**src/btab_pkg.sv**
```systemverilog
// ----------------------------------------------------------------------------
// btab_pkg: shared types and constants of the button state table
// Op codes, button state and pending signal codes, cell control and the
// per-tick state update.
// ----------------------------------------------------------------------------
`default_nettype none

package btab_pkg;

  localparam int NUM_INPUTS_DEF = 32;
  localparam int VALUE_BITS_DEF = 16;
  localparam int OP_W           = 3;
  localparam int INDEX_W        = 5;

  typedef enum logic [OP_W-1:0] {
    OP_PRESS   = 3'd0,
    OP_IMPULSE = 3'd1,
    OP_SET     = 3'd2,
    OP_RELEASE = 3'd3,
    OP_TICK    = 3'd4
  } op_e;

  typedef enum logic [1:0] {
    ST_NONE     = 2'd0,
    ST_PRESSED  = 2'd1,
    ST_HELD     = 2'd2,
    ST_RELEASED = 2'd3
  } btn_state_e;

  typedef enum logic [1:0] {
    SIG_NONE    = 2'd0,
    SIG_PRESS   = 2'd1,
    SIG_RELEASE = 2'd2,
    SIG_IMPULSE = 2'd3
  } sig_e;

  typedef enum logic {
    S_IDLE = 1'b0,
    S_TICK = 1'b1
  } fsm_e;

  // control for one cell of the ring
  typedef struct packed {
    logic shift;
    logic wr;
    op_e  op;
  } cell_ctrl_t;

  typedef struct packed {
    btn_state_e st;
    sig_e       sig;
    logic       clear_value;
  } tick_upd_t;

  // state advance of one entry on a tick
  function automatic tick_upd_t tick_update(btn_state_e st, sig_e sig);
    tick_upd_t r;
    r.st          = st;
    r.sig         = sig;
    r.clear_value = 1'b0;
    case (sig)
      SIG_NONE: begin
        if (st == ST_PRESSED) begin
          r.st = ST_HELD;
        end else if (st == ST_RELEASED) begin
          r.st          = ST_NONE;
          r.clear_value = 1'b1;
        end
      end
      SIG_PRESS: begin
        if (st == ST_NONE || st == ST_RELEASED) r.st = ST_PRESSED;
        r.sig = SIG_NONE;
      end
      SIG_RELEASE: begin
        if (st == ST_PRESSED || st == ST_HELD) r.st = ST_RELEASED;
        r.sig         = SIG_NONE;
        r.clear_value = 1'b1;
      end
      default: begin
        // impulse: pressed now, release on the next tick
        r.st  = ST_PRESSED;
        r.sig = SIG_RELEASE;
      end
    endcase
    return r;
  endfunction

endpackage

`default_nettype wire

```
**src/btab_req_if.sv**
```systemverilog
// ----------------------------------------------------------------------------
// btab_req_if: event channel of the button state table
// Valid/ready channel carrying op, input_index and new_value.
// ----------------------------------------------------------------------------
`default_nettype none

interface btab_req_if
  import btab_pkg::*;
#(
  parameter int VALUE_BITS = VALUE_BITS_DEF
);
  logic                         valid;
  logic                         ready;
  logic [OP_W-1:0]              op;
  logic [INDEX_W-1:0]           input_index;
  logic signed [VALUE_BITS-1:0] new_value;

  modport source (output valid, output op, output input_index, output new_value,
                  input ready);
  modport sink   (input valid, input op, input input_index, input new_value,
                  output ready);
endinterface

`default_nettype wire

```
**src/btab_rsp_if.sv**
```systemverilog
// ----------------------------------------------------------------------------
// btab_rsp_if: result channel of the button state table
// Valid/ready channel carrying one reported entry per beat.
// ----------------------------------------------------------------------------
`default_nettype none

interface btab_rsp_if
  import btab_pkg::*;
#(
  parameter int VALUE_BITS = VALUE_BITS_DEF
);
  logic                         valid;
  logic                         ready;
  logic [INDEX_W-1:0]           entry_index;
  logic [1:0]                   button_state;
  logic signed [VALUE_BITS-1:0] entry_value;
  logic                         last_of_run;

  modport source (output valid, output entry_index, output button_state,
                  output entry_value, output last_of_run, input ready);
  modport sink   (input valid, input entry_index, input button_state,
                  input entry_value, input last_of_run, output ready);
endinterface

`default_nettype wire

```
**src/btab_cell.sv**
```systemverilog
// ----------------------------------------------------------------------------
// btab_cell: one entry of the button table ring
// Holds state, pending signal and value; takes an event write in place or
// the neighbor's entry when the ring shifts.
// ----------------------------------------------------------------------------
`default_nettype none

module btab_cell
  import btab_pkg::*;
#(
  parameter int VALUE_BITS = VALUE_BITS_DEF
) (
  input  wire logic                         clk,
  input  wire logic                         rst,
  input  wire cell_ctrl_t                   ctrl,
  input  wire logic signed [VALUE_BITS-1:0] wr_value,
  input  wire btn_state_e                   st_in,
  input  wire sig_e                         sig_in,
  input  wire logic signed [VALUE_BITS-1:0] val_in,
  output btn_state_e                        st,
  output sig_e                              sig,
  output logic signed [VALUE_BITS-1:0]      val
);

  btn_state_e                   st_next;
  sig_e                         sig_next;
  logic signed [VALUE_BITS-1:0] val_next;

  // shift from neighbor, or apply an event in place
  always_comb begin
    st_next  = st;
    sig_next = sig;
    val_next = val;
    if (ctrl.shift) begin
      st_next  = st_in;
      sig_next = sig_in;
      val_next = val_in;
    end else if (ctrl.wr) begin
      case (ctrl.op)
        OP_PRESS: begin
          sig_next = SIG_PRESS;
          val_next = wr_value;
        end
        OP_IMPULSE: begin
          sig_next = SIG_IMPULSE;
          val_next = wr_value;
        end
        OP_SET: begin
          st_next  = ST_NONE;
          sig_next = SIG_NONE;
          val_next = wr_value;
        end
        OP_RELEASE: begin
          sig_next = SIG_RELEASE;
          val_next = '0;
        end
        default: ;
      endcase
    end
  end

  always_ff @(posedge clk) begin
    if (rst) begin
      st  <= ST_NONE;
      sig <= SIG_NONE;
      val <= '0;
    end else begin
      st  <= st_next;
      sig <= sig_next;
      val <= val_next;
    end
  end

endmodule

`default_nettype wire

```
**src/button_state_table_core.sv**
```systemverilog
// ----------------------------------------------------------------------------
// button_state_table_core: press / hold / release tracker for logical inputs
// Ring of entry cells with event writes and a rotating tick walk.
// ----------------------------------------------------------------------------
// Usage:
//   req carries events (press, impulse, set value, release) and ticks.
//   rsp carries reported entries, last_of_run marks the final beat of an item.
//   An event writes the addressed cell, and its entry, after the update,
//   goes to the output register in the same cycle, so the result is on
//   rsp in the cycle after acceptance.
//   A tick rotates the cell ring once: each cycle that rsp does not stall,
//   the entry at the head is advanced, written into the tail and sent out.
//   The accept moves the FSM into S_TICK, and the beats are loaded into the
//   output register from there; req is not ready during the walk.
//   Ops 5 to 7 are accepted and give no beat.
//   Throughput: one event per cycle while rsp does not stall; a tick holds
//   off new items until the ring has rotated once.
//   When rsp stalls, the output register holds and the ring stops shifting;
//   a new item is taken only when the output register can take its result.
//   Synchronous reset clears every entry to state none, no signal, value 0.
// ----------------------------------------------------------------------------
`default_nettype none

module button_state_table_core
  import btab_pkg::*;
#(
  parameter int NUM_INPUTS = NUM_INPUTS_DEF,
  parameter int VALUE_BITS = VALUE_BITS_DEF
) (
  input  wire logic clk,
  input  wire logic rst,
  btab_req_if.sink  req,
  btab_rsp_if.source rsp
);

  localparam int IDX_W = (NUM_INPUTS > 1) ? $clog2(NUM_INPUTS) : 1;

  // ring storage views
  btn_state_e                   cell_st  [NUM_INPUTS];
  sig_e                         cell_sig [NUM_INPUTS];
  logic signed [VALUE_BITS-1:0] cell_val [NUM_INPUTS];

  fsm_e              state, state_next;
  logic [IDX_W-1:0]  cnt;
  logic              slot_free;
  logic              advance;
  logic              accept;
  logic              is_event;
  logic              in_range;
  logic              cnt_last;
  logic [31:0]       idx_ext;
  logic [31:0]       cnt_ext;
  op_e               req_op;

  // output register
  logic                         out_valid;
  logic [INDEX_W-1:0]           out_index;
  btn_state_e                   out_st;
  logic signed [VALUE_BITS-1:0] out_val;
  logic                         out_last;

  // head of ring after the tick update
  tick_upd_t                    head_upd;
  logic signed [VALUE_BITS-1:0] head_val;

  assign req_op    = op_e'(req.op);
  assign slot_free = !out_valid || rsp.ready;
  assign accept    = req.valid && req.ready;
  assign is_event  = (req_op == OP_PRESS) || (req_op == OP_IMPULSE) ||
                     (req_op == OP_SET) || (req_op == OP_RELEASE);
  assign idx_ext   = 32'(req.input_index);
  assign in_range  = idx_ext < 32'(NUM_INPUTS);
  assign cnt_ext   = 32'(cnt);
  assign cnt_last  = cnt_ext == 32'(NUM_INPUTS - 1);

  assign head_upd  = tick_update(cell_st[0], cell_sig[0]);
  assign head_val  = head_upd.clear_value ? '0 : cell_val[0];

  // next state
  always_comb begin
    state_next = state;
    case (state)
      S_IDLE: if (accept && req_op == OP_TICK) state_next = S_TICK;
      S_TICK: if (advance && cnt_last) state_next = S_IDLE;
      default: state_next = S_IDLE;
    endcase
  end

  // fsm outputs
  always_comb begin
    req.ready = 1'b0;
    advance   = 1'b0;
    case (state)
      S_IDLE:  req.ready = slot_free;
      S_TICK:  advance   = slot_free;
      default: ;
    endcase
  end

  always_ff @(posedge clk) begin
    if (rst) begin
      state <= S_IDLE;
      cnt   <= '0;
    end else begin
      state <= state_next;
      if (advance) begin
        cnt <= cnt_last ? '0 : cnt + 1'b1;
      end
    end
  end

  // cell ring: cell i takes from cell i+1, the tail takes the updated head
  for (genvar i = 0; i < NUM_INPUTS; i++) begin : g_cell
    cell_ctrl_t                   ctrl;
    btn_state_e                   nb_st;
    sig_e                         nb_sig;
    logic signed [VALUE_BITS-1:0] nb_val;

    assign ctrl.shift = advance;
    assign ctrl.wr    = accept && is_event && in_range && (idx_ext == 32'(i));
    assign ctrl.op    = req_op;

    if (i == NUM_INPUTS - 1) begin : g_tail
      assign nb_st  = head_upd.st;
      assign nb_sig = head_upd.sig;
      assign nb_val = head_val;
    end else begin : g_body
      assign nb_st  = cell_st[i+1];
      assign nb_sig = cell_sig[i+1];
      assign nb_val = cell_val[i+1];
    end

    btab_cell #(
      .VALUE_BITS(VALUE_BITS)
    ) u_cell (
      .clk     (clk),
      .rst     (rst),
      .ctrl    (ctrl),
      .wr_value(req.new_value),
      .st_in   (nb_st),
      .sig_in  (nb_sig),
      .val_in  (nb_val),
      .st      (cell_st[i]),
      .sig     (cell_sig[i]),
      .val     (cell_val[i])
    );
  end

  // output register: event result or tick beat
  always_ff @(posedge clk) begin
    if (rst) begin
      out_valid <= 1'b0;
    end else if (advance) begin
      out_valid <= 1'b1;
    end else if (accept && is_event) begin
      out_valid <= 1'b1;
    end else if (rsp.ready) begin
      out_valid <= 1'b0;
    end
  end

  always_ff @(posedge clk) begin
    if (advance) begin
      out_index <= cnt_ext[INDEX_W-1:0];
      out_st    <= head_upd.st;
      out_val   <= head_val;
      out_last  <= cnt_last;
    end else if (accept && is_event) begin
      out_index <= req.input_index;
      out_last  <= 1'b1;
      if (!in_range) begin
        out_st  <= ST_NONE;
        out_val <= '0;
      end else begin
        out_st  <= (req_op == OP_SET) ? ST_NONE : cell_st[idx_ext[IDX_W-1:0]];
        out_val <= (req_op == OP_RELEASE) ? '0 : req.new_value;
      end
    end
  end

  assign rsp.valid        = out_valid;
  assign rsp.entry_index  = out_index;
  assign rsp.button_state = out_st;
  assign rsp.entry_value  = out_val;
  assign rsp.last_of_run  = out_last;

  // no new item while the ring rotates
  a_busy_blocks: assert property (@(posedge clk) disable iff (rst)
    state == S_TICK |-> !req.ready)
    else $error("item taken during tick walk");

  // the final tick beat ends the walk
  a_walk_ends: assert property (@(posedge clk) disable iff (rst)
    (state == S_TICK && advance && cnt_last) |=> (state == S_IDLE && rsp.last_of_run))
    else $error("tick walk did not end on last beat");

  // an accepted event gives a single final beat next cycle
  a_event_beat: assert property (@(posedge clk) disable iff (rst)
    (accept && is_event) |=> (rsp.valid && rsp.last_of_run))
    else $error("event result missing");

endmodule

`default_nettype wire
```
**src/flat_wrapper.sv**
```systemverilog
// flat-port wrapper written by rule: the top's interface ports become plain ports
module button_state_table_core_flat import btab_pkg::*;
#(
  parameter int NUM_INPUTS = NUM_INPUTS_DEF,
  parameter int VALUE_BITS = VALUE_BITS_DEF
)
  (clk, rst, req_valid, req_op, req_input_index, req_new_value, req_ready, rsp_valid, rsp_entry_index, rsp_button_state, rsp_entry_value, rsp_last_of_run, rsp_ready);
  btab_req_if #(.VALUE_BITS(VALUE_BITS)) req_i ();
  btab_rsp_if #(.VALUE_BITS(VALUE_BITS)) rsp_i ();
  input  wire logic clk;
  input  wire logic rst;
  input wire logic [$bits(req_i.valid)-1:0] req_valid;
  input wire logic [$bits(req_i.op)-1:0] req_op;
  input wire logic [$bits(req_i.input_index)-1:0] req_input_index;
  input wire logic [$bits(req_i.new_value)-1:0] req_new_value;
  output wire logic [$bits(req_i.ready)-1:0] req_ready;
  output wire logic [$bits(rsp_i.valid)-1:0] rsp_valid;
  output wire logic [$bits(rsp_i.entry_index)-1:0] rsp_entry_index;
  output wire logic [$bits(rsp_i.button_state)-1:0] rsp_button_state;
  output wire logic [$bits(rsp_i.entry_value)-1:0] rsp_entry_value;
  output wire logic [$bits(rsp_i.last_of_run)-1:0] rsp_last_of_run;
  input wire logic [$bits(rsp_i.ready)-1:0] rsp_ready;
  assign req_i.valid = req_valid;
  assign req_i.op = req_op;
  assign req_i.input_index = req_input_index;
  assign req_i.new_value = req_new_value;
  assign req_ready = req_i.ready;
  assign rsp_valid = rsp_i.valid;
  assign rsp_entry_index = rsp_i.entry_index;
  assign rsp_button_state = rsp_i.button_state;
  assign rsp_entry_value = rsp_i.entry_value;
  assign rsp_last_of_run = rsp_i.last_of_run;
  assign rsp_i.ready = rsp_ready;
  button_state_table_core #(.NUM_INPUTS(NUM_INPUTS), .VALUE_BITS(VALUE_BITS)) u_core (.clk(clk), .rst(rst), .req(req_i), .rsp(rsp_i));
endmodule
```
**config.mk**
```make
export PLATFORM = sky130hd
export DESIGN_NAME = button_state_table_core_flat
export DESIGN_NICKNAME = d
export VERILOG_FILES = /design/src/btab_pkg.sv /design/src/btab_req_if.sv /design/src/btab_rsp_if.sv /design/src/btab_cell.sv /design/src/button_state_table_core.sv /design/src/flat_wrapper.sv
export SDC_FILE = /design/constraint.sdc
export NUM_CORES = 1
export LEC_CHECK = 0
export BUFFER_PORTS_ARGS = -buffer_cell sky130_fd_sc_hd__buf_2
export CORE_ASPECT_RATIO = 1.75
export CORE_MARGIN = 4
export CORE_UTILIZATION = 55
export CTS_BUF_LIST = sky130_fd_sc_hd__clkbuf_4
export CTS_CLUSTER_SIZE = 28
export DETAILED_ROUTE_END_ITERATION = 6
export GPL_ROUTABILITY_DRIVEN = 0
export HOLD_SLACK_MARGIN = 0.12
export PLACE_DENSITY = 0.76
export SETUP_SLACK_MARGIN = 0.02
export SYNTH_ARGS = -nofsm -noshare
export SYNTH_HDL_FRONTEND = slang
export SYNTH_SLANG_ARGS = --single-unit
```
**constraint.sdc**
```tcl
create_clock -name clk -period 4.2 [get_ports clk]
set_input_delay 0.84 -clock clk [delete_from_list [all_inputs] [get_ports clk]]
set_output_delay 0.84 -clock clk [all_outputs]
set_load 0.01 [all_outputs]
```
==> flow_summary.rst <==
.. list-table::
   :header-rows: 1

   * - Metric
     - Value
   * - Status
     - finished, final reports clean
   * - Clock buffers created by TritonCTS
     - 152
   * - Resized cells post-CTS
     - 0
   * - Die width
     - 179 um
   * - Row count
     - 109
   * - Global-route wire length before repair
     - 121000 um
   * - Count of cell types in the netlist
     - 64
   * - Largest fanout of any net on the critical path
     - 147
   * - Final sum of negative setup slack
     - 0 ns
   * - Final non-filler cell total
     - 3415
   * - Final worst setup slack
     - 1.27 ns
   * - Cells along the critical path
     - inv_2 > nor2_4 > buf_4 > buf_12 > a22oi_1 > o22ai_1
   * - Sinks on the clock net
     - 671
   * - Number of antenna violations at the first check in global routing
     - 1
   * - Clock latency at the later pin of the worst-skew pair
     - 0.95 ns
   * - Full die area
     - 54900 um^2
   * - Post-synthesis cell count
     - 2707
   * - Total Nets Final
     - 2672
   * - Transition time at the pin with the least slew margin
     - 1.23 ns
   * - Slew headroom
     - 17.5%
   * - Placed wire-length estimate after detailed placement
     - 46300 um
   * - Total congestion overflow
     - 0
   * - Final wirelength
     - 77800 um
   * - Num ports
     - 54
   * - Reg clk slew, reported paths
     - 0.07 ns
   * - Post-route met1 wirelength
     - 29400 um
   * - Fraction of synthesized cell area taken by the top area cell type
     - 46.1%
   * - Cell area after synthesis
     - 28100 um^2
   * - Post-CTS Setup Bufs
     - 0
   * - Fill cell count
     - 4236
   * - EDFF count, synth
     - 24
   * - Highest clock frequency the design can meet
     - 0.342 GHz
   * - Signed area change from the synthesized netlist to the final layout
     - 6.70%
   * - Final-report hold violation count
     - 0
   * - Cts hold-fix bufs
     - 0
   * - Number of cells on the worst hold path
     - 3
   * - Starting Density
     - 55.6%
   * - Cell accounting for the most synthesized area
     - sky130_fd_sc_hd__dfxtp_1
   * - Tightest hold margin
     - 0.248 ns
   * - Die Ht
     - 307 um
   * - Register bit total from synthesis
     - 671
   * - Htree depth
     - 4
   * - Amount of wire on met3 after detailed routing
     - 4570 um
   * - Overall global routing resource usage
     - 27.1%
   * - DRC violations left
     - 0
   * - Class of the most critical hold timing path
     - in -> reg
   * - Cell family contributing the most delay on the critical path
     - buffers and inverters
   * - Number of vias per cell after detailed routing
     - 6.78
   * - Register area
     - 13700 um^2
   * - Number of instances in the placed design
     - 3147
   * - TritonCTS clock tree
     - done
   * - Top Layer Used
     - met4
   * - Async S/R FF share, synth
     - 0%
   * - Leading post-synthesis cells by instance count
     - 647 x sky130_fd_sc_hd__dfxtp_1, 534 x sky130_fd_sc_hd__a22oi_1, 267 x sky130_fd_sc_hd__o22ai_1
   * - Clk_skew
     - 0.0954 ns
   * - Part of the Yosys area used for sequential elements
     - 48.6%
   * - Data required time of the worst path
     - 5.02 ns
   * - Power Density
     - 426 nW/um^2
   * - Antenna Violating Nets Remaining
     - 0
   * - Largest net degree at the start of global routing
     - 210
   * - Crit path time final
     - 2.93 ns
   * - Routed via count
     - 23.2k
   * - Stage delay of the slowest cell on the critical path
     - 0.70 ns
   * - DR WL met2
     - 39800 um
   * - Start-to-end type of the worst setup path
     - reg -> reg
   * - Root cell of the clock tree
     - sky130_fd_sc_hd__clkbuf_4
   * - Worst setup slack before clock tree synthesis
     - 0.941 ns
   * - Maximum VDD drop
     - 217 uV
   * - Count of input and output buffers
     - 53
   * - Slowest cell on the critical path
     - sky130_fd_sc_hd__nor2_4
   * - Per-instance average area after synthesis
     - 10.4 um^2
   * - Final period util
     - 69.6%
   * - Stages on worst setup path
     - 6
   * - Top flip-flop cell by instance count after synthesis
     - sky130_fd_sc_hd__dfxtp_1
   * - Router iterations before antenna repair
     - 6
   * - 1st-iter DRT viols
     - 2669
   * - Standard cell core area
     - 50600 um^2
   * - Max-slew violations
     - 0
   * - Unrepaired setup endpoints after global routing
     - no
   * - Clock Path Buffers
     - 3
   * - Number of failing setup endpoints in the final timing report
     - 0
   * - Type of origin of the critical path
     - flip-flop
   * - Synth top area cells
     - sky130_fd_sc_hd__dfxtp_1 46%, sky130_fd_sc_hd__a22oi_1 14%, sky130_fd_sc_hd__o2bb2ai_1 7.9%
   * - CP Buf/Inv Count
     - 3
   * - Yosys warnings
     - 0
   * - Fraction of final layout cells with drive strength greater than 1
     - 17.4%
   * - Total area of multi-input combinational cells
     - 12600 um^2
   * - Post-Syn Nets
     - 2744
   * - Worst Setup End Kind
     - flip-flop
   * - Reported leakage power
     - 9.20 nW
   * - Arrival @ worst endpoint
     - 3.74 ns
   * - Cell depth of the worst flop-to-flop path
     - 6
   * - Number of global-route vias before repair
     - 22.3k
   * - Max_cap viols
     - 0
   * - Most common cell in the netlist
     - sky130_fd_sc_hd__dfxtp_1
   * - Final routed wire length divided by cell count
     - 22.8 um
## layout make-up
cell class	instances	area share, %
Sequential cell	671	45.6
Multi-Input combinational cell	1667	41.9
Clock buffer	234	5.86
Tap cell	666	2.78
Timing Repair Buffer	92	2.14
Clock inverter	31	1.03
Inverter	51	0.638
Antenna cell	3	0.0250
## power by group
| group | internal [mW] | switching [mW] |
|---|---|---|
| Clock | 2.91 | 2.58 |
| Combinational | 0.168 | 0.629 |
| Sequential | 6.46 | 0.0308 |
## through the flow
stage,power (mW),utilization [%],instance area [um^2]
4_1_cts,12.8,59.3,30000
6_report,12.8,59.3,30000
2_1_floorplan,7.23,-,28100
5_1_grt,13.2,59.3,30000
3_3_place_gp,7.39,55.2,27900
3_5_place_dp,7.41,55.2,27900
## routing by layer
layer  GRT usage (%)  up-vias
li1                -    10613
met1            32.0    11270
met2            46.6     1005
met3            4.28      275
met4            14.7        0
met5               0        -
## cells by family after synthesis
family	share of synthesized area, %
buf+inv	6.72
mux	1.39
compound gates	34.9
simple gates	7.91
fa+ha+maj	0.401
flops	48.6
## final timing paths
path	start	to	slack (ns)
setup / recovery	u_core.state	u_core.g_cell[20].u_cell.val[8]	1.27
hold / removal	req_op[2]	u_core.state	0.25
setup reg to reg	u_core.state	u_core.g_cell[20].u_cell.val[8]	1.27
hold reg to reg	u_core.g_cell[17].u_cell.sig[0]	u_core.g_cell[17].u_cell.sig[0]	0.46
## worst min-delay path, delay by kind of cell
kind,cells,cell delay [ns]
AND/OR/NAND/NOR,2,0.13
buffers and inverters,1,0.11
## registers in the layout (all words and copies together), names as in the netlist
name                      flops
u_core.rsp.button_state       2
u_core.cnt                    5
u_core.g_cell.u_cell.st      64
u_core.g_cell.u_cell.val    512
u_core.rsp.entry_value       16
u_core.state                  1
u_core.rsp.valid              1
u_core.rsp.last_of_run        1
u_core.rsp.entry_index        5
u_core.g_cell.u_cell.sig     64
## layout by cell type (no fill, tap or decap), types with 52 or more instances in the layout
cell type	Yosys	routed
sky130_fd_sc_hd__nand2_1	96	95
sky130_fd_sc_hd__dfxtp_1	647	647
sky130_fd_sc_hd__nand3_1	66	66
sky130_fd_sc_hd__a21oi_1	72	71
sky130_fd_sc_hd__a22oi_1	534	534
sky130_fd_sc_hd__buf_2	122	52
sky130_fd_sc_hd__o22ai_1	267	267
sky130_fd_sc_hd__clkbuf_4	0	234
sky130_fd_sc_hd__nor2_1	77	77
sky130_fd_sc_hd__o2bb2ai_1	255	255
Power figures use the tool's default switching activity.
